File: src/rtl/acl_pkg.sv
package acl_pkg;

   typedef enum logic [2:0] {
      ET_OWNER       = 3'd0,
      ET_GROUP       = 3'd1,
      ET_EVERYONE    = 3'd2,
      ET_USER        = 3'd3,
      ET_NAMED_GROUP = 3'd4
   } entry_type_type;

   // Bit positions in the header's ACL flags and caller flags.
   localparam int AF_MASKED  = 0;
   localparam int AF_WT      = 1;
   localparam int CF_OWNER   = 0;
   localparam int CF_INGROUP = 1;

   // Index of each mask word carried through the queue.
   localparam int QM_MASK  = 0;
   localparam int QM_OWNER = 1;
   localparam int QM_GROUP = 2;
   localparam int QM_OTHER = 3;

   localparam int QUEUE_DEPTH = 2;
   localparam int QPTR_W      = 1;
   localparam int QCNT_W      = 2;

   // Control part of a classified item as it travels from front to back.
   typedef struct packed {
      logic       header;
      logic       last;
      logic       apply;
      logic       cls;
      logic       deny;
      logic [1:0] acl_flags;
      logic [1:0] caller_flags;
   } item_ctl_type;

endpackage

File: src/rtl/acl_permission_check.sv
// Access check for an NFSv4-style ACL, evaluated one item at a time.
// A request enters on the req_ channel as a header item (req_kind low) that
// carries the requested mask, the ACL flags, the caller's status and the three
// file masks, followed by the ACL's entries (req_kind high) in order. The item
// with req_last_item set closes the request and produces exactly one item on
// the rsp_ channel: rsp_access_denied is high when any requested bit is denied.
// Both channels use valid/ready and transfer when both are high.
// The front classifies entries against the caller's status and pushes them
// into a two-entry queue; the back evaluates them against the running state.
// One item is accepted per cycle while the queue is not full; the last item
// passes through the queue and then the output register before rsp_valid rises.
// When the receiver stalls, the result holds in the output register, the
// back stops draining the queue, and req_ready drops once the queue is full.
// Reset clears the queue, the response valid flag and the evaluation state, so
// entries that arrive before any header are judged against an empty request.
module acl_permission_check
   import acl_pkg::*;
#(
   parameter int MASK_BITS = 32
) (
   input  logic                 clock,
   input  logic                 reset,
   input  logic                 req_valid,
   output logic                 req_ready,
   input  logic                 req_kind,
   input  logic [MASK_BITS-1:0] req_mask_bits,
   input  logic [1:0]           req_acl_flags,
   input  logic [1:0]           req_caller_flags,
   input  logic [MASK_BITS-1:0] req_owner_file_mask,
   input  logic [MASK_BITS-1:0] req_group_file_mask,
   input  logic [MASK_BITS-1:0] req_other_file_mask,
   input  logic [2:0]           req_entry_type,
   input  logic                 req_inherit_only,
   input  logic                 req_deny_entry,
   input  logic                 req_id_match,
   input  logic                 req_last_item,
   output logic                 rsp_valid,
   input  logic                 rsp_ready,
   output logic                 rsp_access_denied
);

   logic                      push;
   logic                      full;
   item_ctl_type              push_ctl;
   logic [3:0][MASK_BITS-1:0] push_masks;
   logic                      pop;
   logic                      pop_valid;
   item_ctl_type              pop_ctl;
   logic [3:0][MASK_BITS-1:0] pop_masks;

   acl_front #(.MASK_BITS(MASK_BITS)) u_front (
      .clock               (clock),
      .reset               (reset),
      .req_valid           (req_valid),
      .req_ready           (req_ready),
      .req_kind            (req_kind),
      .req_mask_bits       (req_mask_bits),
      .req_acl_flags       (req_acl_flags),
      .req_caller_flags    (req_caller_flags),
      .req_owner_file_mask (req_owner_file_mask),
      .req_group_file_mask (req_group_file_mask),
      .req_other_file_mask (req_other_file_mask),
      .req_entry_type      (req_entry_type),
      .req_inherit_only    (req_inherit_only),
      .req_deny_entry      (req_deny_entry),
      .req_id_match        (req_id_match),
      .req_last_item       (req_last_item),
      .q_full              (full),
      .q_push              (push),
      .q_ctl               (push_ctl),
      .q_masks             (push_masks)
   );

   acl_queue #(.MASK_BITS(MASK_BITS)) u_queue (
      .clock      (clock),
      .reset      (reset),
      .push       (push),
      .push_ctl   (push_ctl),
      .push_masks (push_masks),
      .full       (full),
      .pop        (pop),
      .pop_valid  (pop_valid),
      .pop_ctl    (pop_ctl),
      .pop_masks  (pop_masks)
   );

   acl_back #(.MASK_BITS(MASK_BITS)) u_back (
      .clock             (clock),
      .reset             (reset),
      .q_valid           (pop_valid),
      .q_ctl             (pop_ctl),
      .q_masks           (pop_masks),
      .q_pop             (pop),
      .rsp_valid         (rsp_valid),
      .rsp_ready         (rsp_ready),
      .rsp_access_denied (rsp_access_denied)
   );

endmodule

File: src/rtl/acl_front.sv
module acl_front
   import acl_pkg::*;
#(
   parameter int MASK_BITS = 32
) (
   input  logic                      clock,
   input  logic                      reset,
   input  logic                      req_valid,
   output logic                      req_ready,
   input  logic                      req_kind,
   input  logic [MASK_BITS-1:0]      req_mask_bits,
   input  logic [1:0]                req_acl_flags,
   input  logic [1:0]                req_caller_flags,
   input  logic [MASK_BITS-1:0]      req_owner_file_mask,
   input  logic [MASK_BITS-1:0]      req_group_file_mask,
   input  logic [MASK_BITS-1:0]      req_other_file_mask,
   input  logic [2:0]                req_entry_type,
   input  logic                      req_inherit_only,
   input  logic                      req_deny_entry,
   input  logic                      req_id_match,
   input  logic                      req_last_item,
   input  logic                      q_full,
   output logic                      q_push,
   output item_ctl_type              q_ctl,
   output logic [3:0][MASK_BITS-1:0] q_masks
);

   logic                 owner_ff, owner_in;
   logic                 ingroup_ff, ingroup_in;
   logic                 masked_ff, masked_in;
   logic [MASK_BITS-1:0] gmask_ff, gmask_in;

   logic grp_path;
   logic cls;
   logic apply;

   assign req_ready = !q_full;
   assign q_push    = req_valid && !q_full;

   // The front keeps its own copy of the header's caller status so that
   // entries can be classified before they reach the back.
   always_comb begin
      apply    = !req_inherit_only;
      cls      = 1'b0;
      grp_path = 1'b0;
      case (entry_type_type'(req_entry_type))
         ET_OWNER: begin
            if (!owner_ff) apply = 1'b0;
            cls = 1'b1;
         end
         ET_GROUP: begin
            if (!ingroup_ff) apply = 1'b0;
            grp_path = 1'b1;
         end
         ET_USER: begin
            if (!req_id_match) apply = 1'b0;
            if (owner_ff) cls = 1'b1;
            else grp_path = 1'b1;
         end
         ET_NAMED_GROUP: begin
            if (!req_id_match) apply = 1'b0;
            grp_path = 1'b1;
         end
         default: begin
         end
      endcase
      if (grp_path) cls = 1'b1;

      q_ctl.header       = !req_kind;
      q_ctl.last         = req_last_item;
      q_ctl.apply        = apply;
      q_ctl.cls          = cls;
      q_ctl.deny         = req_deny_entry;
      q_ctl.acl_flags    = req_acl_flags;
      q_ctl.caller_flags = req_caller_flags;

      q_masks[QM_MASK]  = req_mask_bits;
      if (req_kind && grp_path && masked_ff && !req_deny_entry) begin
         q_masks[QM_MASK] = req_mask_bits & gmask_ff;
      end
      q_masks[QM_OWNER] = req_owner_file_mask;
      q_masks[QM_GROUP] = req_group_file_mask;
      q_masks[QM_OTHER] = req_other_file_mask;
   end

   always_comb begin
      owner_in   = owner_ff;
      ingroup_in = ingroup_ff;
      masked_in  = masked_ff;
      gmask_in   = gmask_ff;
      if (q_push && !req_kind) begin
         owner_in   = req_caller_flags[CF_OWNER];
         ingroup_in = req_caller_flags[CF_INGROUP];
         masked_in  = req_acl_flags[AF_MASKED];
         gmask_in   = req_group_file_mask;
      end
   end

   always_ff @(posedge clock) begin
      if (reset) begin
         owner_ff   <= 1'b0;
         ingroup_ff <= 1'b0;
         masked_ff  <= 1'b0;
         gmask_ff   <= '0;
      end else begin
         owner_ff   <= owner_in;
         ingroup_ff <= ingroup_in;
         masked_ff  <= masked_in;
         gmask_ff   <= gmask_in;
      end
   end

endmodule

File: src/rtl/acl_queue.sv
module acl_queue
   import acl_pkg::*;
#(
   parameter int MASK_BITS = 32
) (
   input  logic                      clock,
   input  logic                      reset,
   input  logic                      push,
   input  item_ctl_type              push_ctl,
   input  logic [3:0][MASK_BITS-1:0] push_masks,
   output logic                      full,
   input  logic                      pop,
   output logic                      pop_valid,
   output item_ctl_type              pop_ctl,
   output logic [3:0][MASK_BITS-1:0] pop_masks
);

   item_ctl_type              ctl_mem_ff   [QUEUE_DEPTH];
   logic [3:0][MASK_BITS-1:0] masks_mem_ff [QUEUE_DEPTH];
   logic [QPTR_W-1:0]         wr_ptr_ff, wr_ptr_in;
   logic [QPTR_W-1:0]         rd_ptr_ff, rd_ptr_in;
   logic [QCNT_W-1:0]         count_ff, count_in;

   assign full      = (count_ff == QCNT_W'(QUEUE_DEPTH));
   assign pop_valid = (count_ff != '0);
   assign pop_ctl   = ctl_mem_ff[rd_ptr_ff];
   assign pop_masks = masks_mem_ff[rd_ptr_ff];

   always_comb begin
      wr_ptr_in = wr_ptr_ff;
      rd_ptr_in = rd_ptr_ff;
      count_in  = count_ff;
      if (push) wr_ptr_in = wr_ptr_ff + 1'b1;
      if (pop)  rd_ptr_in = rd_ptr_ff + 1'b1;
      if (push && !pop) count_in = count_ff + 1'b1;
      else if (pop && !push) count_in = count_ff - 1'b1;
   end

   always_ff @(posedge clock) begin
      if (reset) begin
         wr_ptr_ff <= '0;
         rd_ptr_ff <= '0;
         count_ff  <= '0;
      end else begin
         wr_ptr_ff <= wr_ptr_in;
         rd_ptr_ff <= rd_ptr_in;
         count_ff  <= count_in;
      end
   end

   always_ff @(posedge clock) begin
      if (push) begin
         ctl_mem_ff[wr_ptr_ff]   <= push_ctl;
         masks_mem_ff[wr_ptr_ff] <= push_masks;
      end
   end

endmodule

File: src/rtl/acl_back.sv
module acl_back
   import acl_pkg::*;
#(
   parameter int MASK_BITS = 32
) (
   input  logic                      clock,
   input  logic                      reset,
   input  logic                      q_valid,
   input  item_ctl_type              q_ctl,
   input  logic [3:0][MASK_BITS-1:0] q_masks,
   output logic                      q_pop,
   output logic                      rsp_valid,
   input  logic                      rsp_ready,
   output logic                      rsp_access_denied
);

   logic [MASK_BITS-1:0]      req_ff, req_in;
   logic [MASK_BITS-1:0]      undec_ff, undec_in;
   logic [MASK_BITS-1:0]      den_ff, den_in;
   logic [2:0][MASK_BITS-1:0] fm_ff, fm_in;
   logic [1:0]                af_ff, af_in;
   logic [1:0]                cf_ff, cf_in;
   logic                      cls_ff, cls_in;
   logic                      fin_ff, fin_in;
   logic                      rsp_valid_ff, rsp_valid_in;
   logic                      rsp_denied_ff, rsp_denied_in;
   logic [MASK_BITS-1:0]      final_bits;

   assign q_pop             = q_valid && (!rsp_valid_ff || rsp_ready);
   assign rsp_valid         = rsp_valid_ff;
   assign rsp_access_denied = rsp_denied_ff;

   always_comb begin
      req_in   = req_ff;
      undec_in = undec_ff;
      den_in   = den_ff;
      fm_in    = fm_ff;
      af_in    = af_ff;
      cf_in    = cf_ff;
      cls_in   = cls_ff;
      fin_in   = fin_ff;
      if (q_pop) begin
         if (q_ctl.header) begin
            req_in   = q_masks[QM_MASK];
            undec_in = q_masks[QM_MASK];
            den_in   = '0;
            fm_in    = q_masks[QM_OTHER:QM_OWNER];
            af_in    = q_ctl.acl_flags;
            cf_in    = q_ctl.caller_flags;
            cls_in   = q_ctl.caller_flags[CF_INGROUP] || !q_ctl.acl_flags[AF_MASKED];
            // A masked write-through ACL with an owning caller ignores entries.
            fin_in   = q_ctl.acl_flags[AF_MASKED] && q_ctl.acl_flags[AF_WT]
                       && q_ctl.caller_flags[CF_OWNER];
         end else if (!fin_ff && q_ctl.apply) begin
            cls_in = cls_ff | q_ctl.cls;
            if (q_ctl.deny) den_in = den_ff | (q_masks[QM_MASK] & undec_ff);
            undec_in = undec_ff & ~q_masks[QM_MASK];
            if (undec_in == '0 && cls_in) fin_in = 1'b1;
         end
         if (q_ctl.last) fin_in = 1'b1;
      end
   end

   // For a masked ACL, apply the file mask of the caller's class to the evaluated bits.
   always_comb begin
      if (af_in[AF_MASKED] && af_in[AF_WT] && cf_in[CF_OWNER]) begin
         final_bits = req_in & ~fm_in[0];
      end else begin
         final_bits = den_in | undec_in;
         if (af_in[AF_MASKED]) begin
            if (cf_in[CF_OWNER]) final_bits = final_bits | (req_in & ~fm_in[0]);
            else if (cls_in) final_bits = final_bits | (req_in & ~fm_in[1]);
            else if (af_in[AF_WT]) final_bits = req_in & ~fm_in[2];
            else final_bits = final_bits | (req_in & ~fm_in[2]);
         end
      end
   end

   always_comb begin
      rsp_valid_in  = rsp_valid_ff;
      rsp_denied_in = rsp_denied_ff;
      if (q_pop && q_ctl.last) begin
         rsp_valid_in  = 1'b1;
         rsp_denied_in = |final_bits;
      end else if (rsp_ready) begin
         rsp_valid_in = 1'b0;
      end
   end

   always_ff @(posedge clock) begin
      if (reset) begin
         req_ff       <= '0;
         undec_ff     <= '0;
         den_ff       <= '0;
         fm_ff        <= '0;
         af_ff        <= '0;
         cf_ff        <= '0;
         cls_ff       <= 1'b0;
         fin_ff       <= 1'b0;
         rsp_valid_ff <= 1'b0;
      end else begin
         req_ff       <= req_in;
         undec_ff     <= undec_in;
         den_ff       <= den_in;
         fm_ff        <= fm_in;
         af_ff        <= af_in;
         cf_ff        <= cf_in;
         cls_ff       <= cls_in;
         fin_ff       <= fin_in;
         rsp_valid_ff <= rsp_valid_in;
      end
   end

   always_ff @(posedge clock) begin
      rsp_denied_ff <= rsp_denied_in;
   end

   a_undecided_within_requested: assert property (@(posedge clock) disable iff (reset)
      (undec_ff & ~req_ff) == '0)
      else $error("undecided bits outside the requested mask");

   a_last_finishes: assert property (@(posedge clock) disable iff (reset)
      q_pop && q_ctl.last |=> fin_ff && rsp_valid_ff)
      else $error("last item did not finish the request");

   a_wt_owner_finished: assert property (@(posedge clock) disable iff (reset)
      q_pop && q_ctl.header && q_ctl.acl_flags[AF_MASKED] && q_ctl.acl_flags[AF_WT]
      && q_ctl.caller_flags[CF_OWNER] |=> fin_ff)
      else $error("write-through owner request not marked finished");

   a_denied_within_requested: assert property (@(posedge clock) disable iff (reset)
      (den_ff & ~req_ff) == '0)
      else $error("denied bits outside the requested mask");

endmodule
File: config.mk
export PLATFORM = sky130hd
export DESIGN_NAME = acl_permission_check
export DESIGN_NICKNAME = d
export VERILOG_FILES = /design/src/rtl/acl_pkg.sv /design/src/rtl/acl_permission_check.sv /design/src/rtl/acl_front.sv /design/src/rtl/acl_queue.sv /design/src/rtl/acl_back.sv
export SDC_FILE = /design/constraint.sdc
export NUM_CORES = 1
export LEC_CHECK = 0
export ABC_AREA = 0
export BUFFER_PORTS_ARGS = -buffer_cell sky130_fd_sc_hd__buf_4
export CORE_ASPECT_RATIO = 0.75
export CORE_MARGIN = 2
export CORE_UTILIZATION = 34
export CTS_BUF_LIST = sky130_fd_sc_hd__clkbuf_2 sky130_fd_sc_hd__clkbuf_4 sky130_fd_sc_hd__clkbuf_8
export DETAILED_ROUTE_END_ITERATION = 8
export MAX_ROUTING_LAYER = met4
export SYNTH_ARGS = -nofsm -noshare
export SYNTH_HDL_FRONTEND = slang
export SYNTH_SLANG_ARGS = --single-unit
export TNS_END_PERCENT = 50
File: constraint.sdc
create_clock -name clock -period 7.2 [get_ports clock]
set_input_delay 0.72 -clock clock [delete_from_list [all_inputs] [get_ports clock]]
set_output_delay 0.72 -clock clock [all_outputs]
set_load 0.01 [all_outputs]
## After elaboration in Yosys (flattened, before gate mapping)

Memory sizes are Yosys's and may differ from the RTL's. A register that Yosys moved wholly into a read port is not among the register bits.
Cells that the tools add are included.

| operators by class | value |
|---|---|
| add/sub/neg operators | 4 |
| equality and inequality tests | 4 |
| muxes and demuxes | 47 |
| bitwise operators | 16 |
| reductions and logical operators | 37 |

Operators with widths:

| operator | count |
|---|---|
| 2-to-1 mux 32 bit | 15 |
| bitwise AND 32 bit | 6 |
| 2-to-1 mux 96 bit | 2 |
| bitwise OR 32 bit | 5 |
| NOT 32 bit | 4 |
| logical NOT 32 bit | 1 |
| OR reduction 32 bit | 1 |
| 2-to-1 mux 1 bit | 23 |
| logical AND 1 bit | 15 |
| logical NOT 1 bit | 9 |
| 2-to-1 mux 2 bit | 4 |
| nonzero test 2 bit | 3 |
| nonzero test 3 bit | 2 |
| case mux 1 bit (2 select lines) | 2 |
| OR reduction 2 bit | 2 |
| equality test 3 x 1 -> 1 bit, second input constant | 1 |
| equality test 3 x 2 -> 1 bit, second input constant | 1 |
| equality test 3 bit, second input constant | 1 |
| logical NOT 3 bit | 1 |
| case mux 1 bit (3 select lines) | 1 |
| AND reduction 3 bit | 1 |
| adder 1 bit, second input constant | 2 |
| adder 2 x 1 -> 2 bit, second input constant | 1 |
| equality test 2 bit, second input constant | 1 |
| other kinds (3) | 4 |

| word-level totals | value |
|---|---|
| bits in registers | 238 |
| memory bits (writable) | 274 |
| output and inout port bits | 3 |
| memories kept | 2 |

Memory list:

| memory | words | bits a word | read ports | clocked after memory_dff | wr ports | line | source |
|---|---|---|---|---|---|---|---|
| u_queue.masks_mem_ff | 2 | 128 | 1 | 1 | 1 | acl_queue.sv:19 | `logic [3:0][MASK_BITS-1:0] masks_mem_ff [QUEUE_DEPTH];` |
| u_queue.ctl_mem_ff | 2 | 9 | 1 | 1 | 1 | acl_queue.sv:18 | `item_ctl_type ctl_mem_ff [QUEUE_DEPTH];` |

## Logic depth before layout (Yosys ltp)

| logic depth | value |
|---|---|
| depth after elaboration | 14 |
| depth in mapped cells | 13 |
| gate-level depth less buffers | 8 |

## Modules after synthesis

From an unflattened synthesis, not the netlist that was laid out.

| second synthesis, totals | value |
|---|---|
| cells, all modules | 1962 |
| area, all modules | 21599.5 µm² |

Modules (own cells, without submodules):

| module | instances | cells an instance | area each (µm²) | sequential area each (µm²) |
|---|---|---|---|---|
| acl_queue | 1 | 448 | 10149.7 | 8328.0 |
| acl_back | 1 | 1208 | 9083.7 | 3993.8 |
| acl_front | 1 | 306 | 2366.0 | 700.7 |

## Worst setup path before layout

OpenSTA, ideal clock, no wires.

| timing | value |
|---|---|
| path type | input -> register |
| start | input port req_valid |
| end | memory u_queue.ctl_mem_ff[0][0] (netlist bit), enable pin |
| library setup time | 0.635 ns |
| arrival time | 6.515 ns |
| required time | 6.565 ns |
| slack | 0.050 ns |
| stages | 2 |
| cells stage by stage | nand2_1 -> nor2_1 |

| between the ends | value |
|---|---|
| cells in the longest elaborated chain, start to end | 3 |

Ends and longest elaborated chain:

| item | line | source |
|---|---|---|
| from (decl) | acl_permission_check.sv:23 | `input logic req_valid,` |
| logical AND 1 bit | acl_front.sv:38 | `assign q_push = req_valid && !q_full;` |
| 2-to-1 mux 1 bit | acl_queue.sv:52 | `if (push) begin` |
| 2-to-1 mux 1 bit (not written as such) | acl_queue.sv:53 | `ctl_mem_ff[wr_ptr_ff] <= push_ctl;` |
| to (decl) | acl_queue.sv:18 |  |

No other way between the ends.

==> flow_metrics.env <==
export IMPL_status="completed"
export IMPL_drt_wirelength_per_cell_um=23.7
export IMPL_remaining_drc_errors=0
export IMPL_layout_nets=2056
export IMPL_grt_overflow=0
export IMPL_cts_buffers=85
export IMPL_max_freq_mhz=251
export IMPL_final_hold_viol_count=0
export IMPL_ctsHoldBuffers=0
export IMPL_antenna_found_initial=2
export IMPL_rows=78
export IMPL_drt_iter0_drc=1840
export IMPL_worstPathMaxFanout=65
export IMPL_dp_cells=2624
export IMPL_power_static_leakage_nw=8.53
export IMPL_cts_post_setup_buffers_inserted=0
export IMPL_die_height_um=217
export IMPL_dpl_instance_area_mm2=0.0223
export IMPL_final_routed_wirelength_um=66000
export IMPL_stdcell_count=2784
export IMPL_ios=147
export IMPL_clock_tree_from_tritoncts="done"
export IMPL_mappedNetlistArea_mm2=0.0206
export IMPL_nFillCells=5794
export IMPL_register_area_mm2=0.0130
export IMPL_setup_total_negative_slack_ps=0
export IMPL_placement_io_buffers=146
export IMPL_clock_sink_count=513
export IMPL_synth_net_count=1898
export IMPL_setup_worst_path_end_class="register"
export IMPL_dieArea_mm2=0.0625
export IMPL_hold_class="input port to register"
export IMPL_max_slew_margin_rel_pct=23.7
export IMPL_drt_pre_antenna_iters=6
export IMPL_synth_top_cell_area_share_pct=40.2
export IMPL_layout_area_overhead_vs_synth_pct=17.7
export IMPL_clock_skew_final_ps=25.4
export IMPL_critical_path_startpoint_category="register"
export IMPL_crit_required_ps=7720
export IMPL_ys_seq_area_share_pct=63.3
export IMPL_post_route_period_util_pct=55.4
export IMPL_multi_input_comb_area_mm2=0.00677
export IMPL_synth_warning_count=0
export IMPL_dr_vias=15100
export IMPL_grt_first_pass_wirelength_um=95900
export IMPL_cts_buffer_depth=3
export IMPL_final_period_minus_worst_setup_slack_ps=3990
export IMPL_synthCells=1753
export IMPL_worstSkewPairLatency_ps=680
export IMPL_drv_cap=0
export IMPL_post_dp_hpwl_um=47000
export IMPL_syn_mean_instance_area_um2=11.7
export IMPL_unrepaired_setup_endpoints_after_global_routing="false"
export IMPL_setup_viol=0
export IMPL_yosys_cell_types_count=72
export IMPL_post_synthesis_cell_type_with_the_largest_combined_area="sky130_fd_sc_hd__edfxtp_1"
export IMPL_ys_top_cells_by_area="sky130_fd_sc_hd__edfxtp_1 (40%), sky130_fd_sc_hd__dfxtp_1 (23%), sky130_fd_sc_hd__mux2i_1 (4.6%), sky130_fd_sc_hd__a21oi_1 (3.1%), sky130_fd_sc_hd__nand2_1 (3.0%)"
export IMPL_drt_vias_per_instance=5.42
export IMPL_drive_above_1_share_pct=19.7
export IMPL_synth_common_cells="sky130_fd_sc_hd__edfxtp_1 (275), sky130_fd_sc_hd__dfxtp_1 (238), sky130_fd_sc_hd__nand2_1 (163), sky130_fd_sc_hd__nor2_1 (137), sky130_fd_sc_hd__a21oi_1 (128)"
export IMPL_synth_edf_count=275
export IMPL_finalInstanceArea_mm2=0.0242
export IMPL_drv_slew=0
export IMPL_htree_num_levels=3
export IMPL_globalplace_congestion=0.947
export IMPL_postCtsResizedCells=0
export IMPL_synth_flop_cell="sky130_fd_sc_hd__edfxtp_1"
export IMPL_synth_ff_latch_count=513
export IMPL_grt_start_max_net_pins=197
export IMPL_timing_hold_ws_ps=226
export IMPL_fin_total_pwr_mw=9.89
export IMPL_clk_pin_slew_worst_paths_ps=70
export IMPL_detail_route_antenna_nets=0
export IMPL_share_of_synthesized_registers_carrying_an_async_set_or_reset_pct=0
export IMPL_timing_worst_setup_path_type="register to register"
export IMPL_clk_root_buffer_cell="sky130_fd_sc_hd__clkbuf_8"
export IMPL_initial_core_utilization_pct=34.2
export IMPL_global_route_usage_total_pct=21.4
export IMPL_power_density_mw_per_mm2=409
export IMPL_worst_pin_slew_ps=1130
export IMPL_die_w_um=288
export IMPL_critical_path_arrival_ps=4510
export IMPL_worst_ir_drop_on_vdd_v=0.000194
export IMPL_fp_coreArea_mm2=0.0601
export IMPL_synth_most_common_cell="sky130_fd_sc_hd__edfxtp_1"
export IMPL_hold_path_startpoint="req_owner_file_mask[3]"
export IMPL_grt_pass1_vias=14500
==> cell type report <==
class / instances / area share (%)
clock buffers: 141 / 6.98
repair buffers: 165 / 5.18
flip-flops and latches: 513 / 53.8
well taps: 800 / 4.13
multi-input cells: 1068 / 28.0
clock inverters: 17 / 0.682
diodes: 2 / 0.0207
inverters: 78 / 1.21
==> state kept, by name (all words and copies together), names as in the netlist, named ones only <==
name                      cells
u_back.rsp_valid              1
u_queue.count_ff              2
u_front.owner_ff              1
u_back.req_ff                32
u_front.masked_ff             1
u_back.undec_ff              32
u_back.rsp_access_denied      1
u_front.ingroup_ff            1
u_back.den_ff                32
u_back.fin_ff                 1
u_back.cls_ff                 1
u_queue.masks_mem_ff        256
u_back.cf_ff                  1
u_queue.wr_ptr_ff             1
u_queue.ctl_mem_ff           18
u_back.af_ff                  2
u_queue.rd_ptr_ff             1
u_back.fm_ff                 96
u_front.gmask_ff             32
==> cells by family after synthesis <==
family / Yosys count / share of synthesized area, %
fa+ha+maj: 1 / 0.0608
xor+xnor: 4 / 0.170
compound gates: 503 / 16.0
mux: 151 / 7.72
flops: 513 / 63.3
simple gates: 409 / 8.84
buf+inv: 172 / 3.85
==> power by group <==
| group | switching [mW] | internal (mW) | total, mW |
|---|---|---|---|
| clock | 1.18 | 1.59 | 2.77 |
| sequential | 0.441 | 3.76 | 4.20 |
| combinational | 1.93 | 0.995 | 2.92 |
==> path summary, 6_finish.rpt <==
kind                                               endpoint  slack, ps  depth (start not counted)
worst max-delay path               u_back.rsp_access_denied       3210                          9
worst min-delay path            u_queue.masks_mem_ff[0][35]        230                          1
worst max register to register     u_back.rsp_access_denied       3210                          9
worst min register to register          u_front.gmask_ff[8]        450                          2
==> worst max-delay path: stages, from the launching register on <==
cell                       delay, ps
sky130_fd_sc_hd__dfxtp_4         890
sky130_fd_sc_hd__mux2i_2         480
sky130_fd_sc_hd__or3_4           680
sky130_fd_sc_hd__buf_4           660
sky130_fd_sc_hd__nor2_1          110
sky130_fd_sc_hd__a21oi_1         180
sky130_fd_sc_hd__nand2_1          80
sky130_fd_sc_hd__a311o_1         330
sky130_fd_sc_hd__o32a_1          190
sky130_fd_sc_hd__o221ai_2        160
==> cells in the final DEF (no fill, tap or decap), types with 9 or more instances in the layout <==
master | Yosys | final
sky130_fd_sc_hd__a21oi_1 | 128 | 128
sky130_fd_sc_hd__a211oi_1 | 75 | 75
sky130_fd_sc_hd__nand2_1 | 163 | 163
sky130_fd_sc_hd__a31oi_1 | 22 | 22
sky130_fd_sc_hd__o21ai_0 | 37 | 37
sky130_fd_sc_hd__inv_1 | 78 | 78
sky130_fd_sc_hd__clkbuf_4 | 0 | 40
sky130_fd_sc_hd__nor4_1 | 21 | 21
sky130_fd_sc_hd__dfxtp_1 | 238 | 237
sky130_fd_sc_hd__mux2_2 | 54 | 54
sky130_fd_sc_hd__nand3_1 | 9 | 9
sky130_fd_sc_hd__nor2_1 | 137 | 135
sky130_fd_sc_hd__a21boi_0 | 47 | 47
sky130_fd_sc_hd__o21a_1 | 41 | 41
sky130_fd_sc_hd__a22oi_1 | 11 | 11
sky130_fd_sc_hd__nor3_1 | 19 | 19
sky130_fd_sc_hd__edfxtp_1 | 275 | 275
sky130_fd_sc_hd__a22o_1 | 9 | 9
sky130_fd_sc_hd__clkbuf_8 | 0 | 101
sky130_fd_sc_hd__mux2i_1 | 95 | 95
sky130_fd_sc_hd__o22ai_1 | 92 | 92
sky130_fd_sc_hd__nor2b_1 | 11 | 11
sky130_fd_sc_hd__a221oi_1 | 9 | 9
sky130_fd_sc_hd__nand4_1 | 16 | 16
sky130_fd_sc_hd__buf_4 | 6 | 163
==> routing by layer <==
| metal | routed length (um) | GRT usage (%) |
|---|---|---|
| met5 | 0 | - |
| met4 | 1070 | 4.72 |
| met3 | 5880 | 4.90 |
| met2 | 27200 | 29.1 |
| met1 | 31800 | 32.1 |
==> stage by stage <==
step / setup slack, ps / util (%)
2_1_floorplan: 49.8 / -
4_1_cts: 3210 / 40.3
6_report: 3210 / 40.3
3_3_place_gp: 3270 / 37.2
5_1_grt: 2950 / 40.3
3_5_place_dp: 3220 / 37.2
(Power assumes the default switching activity.)
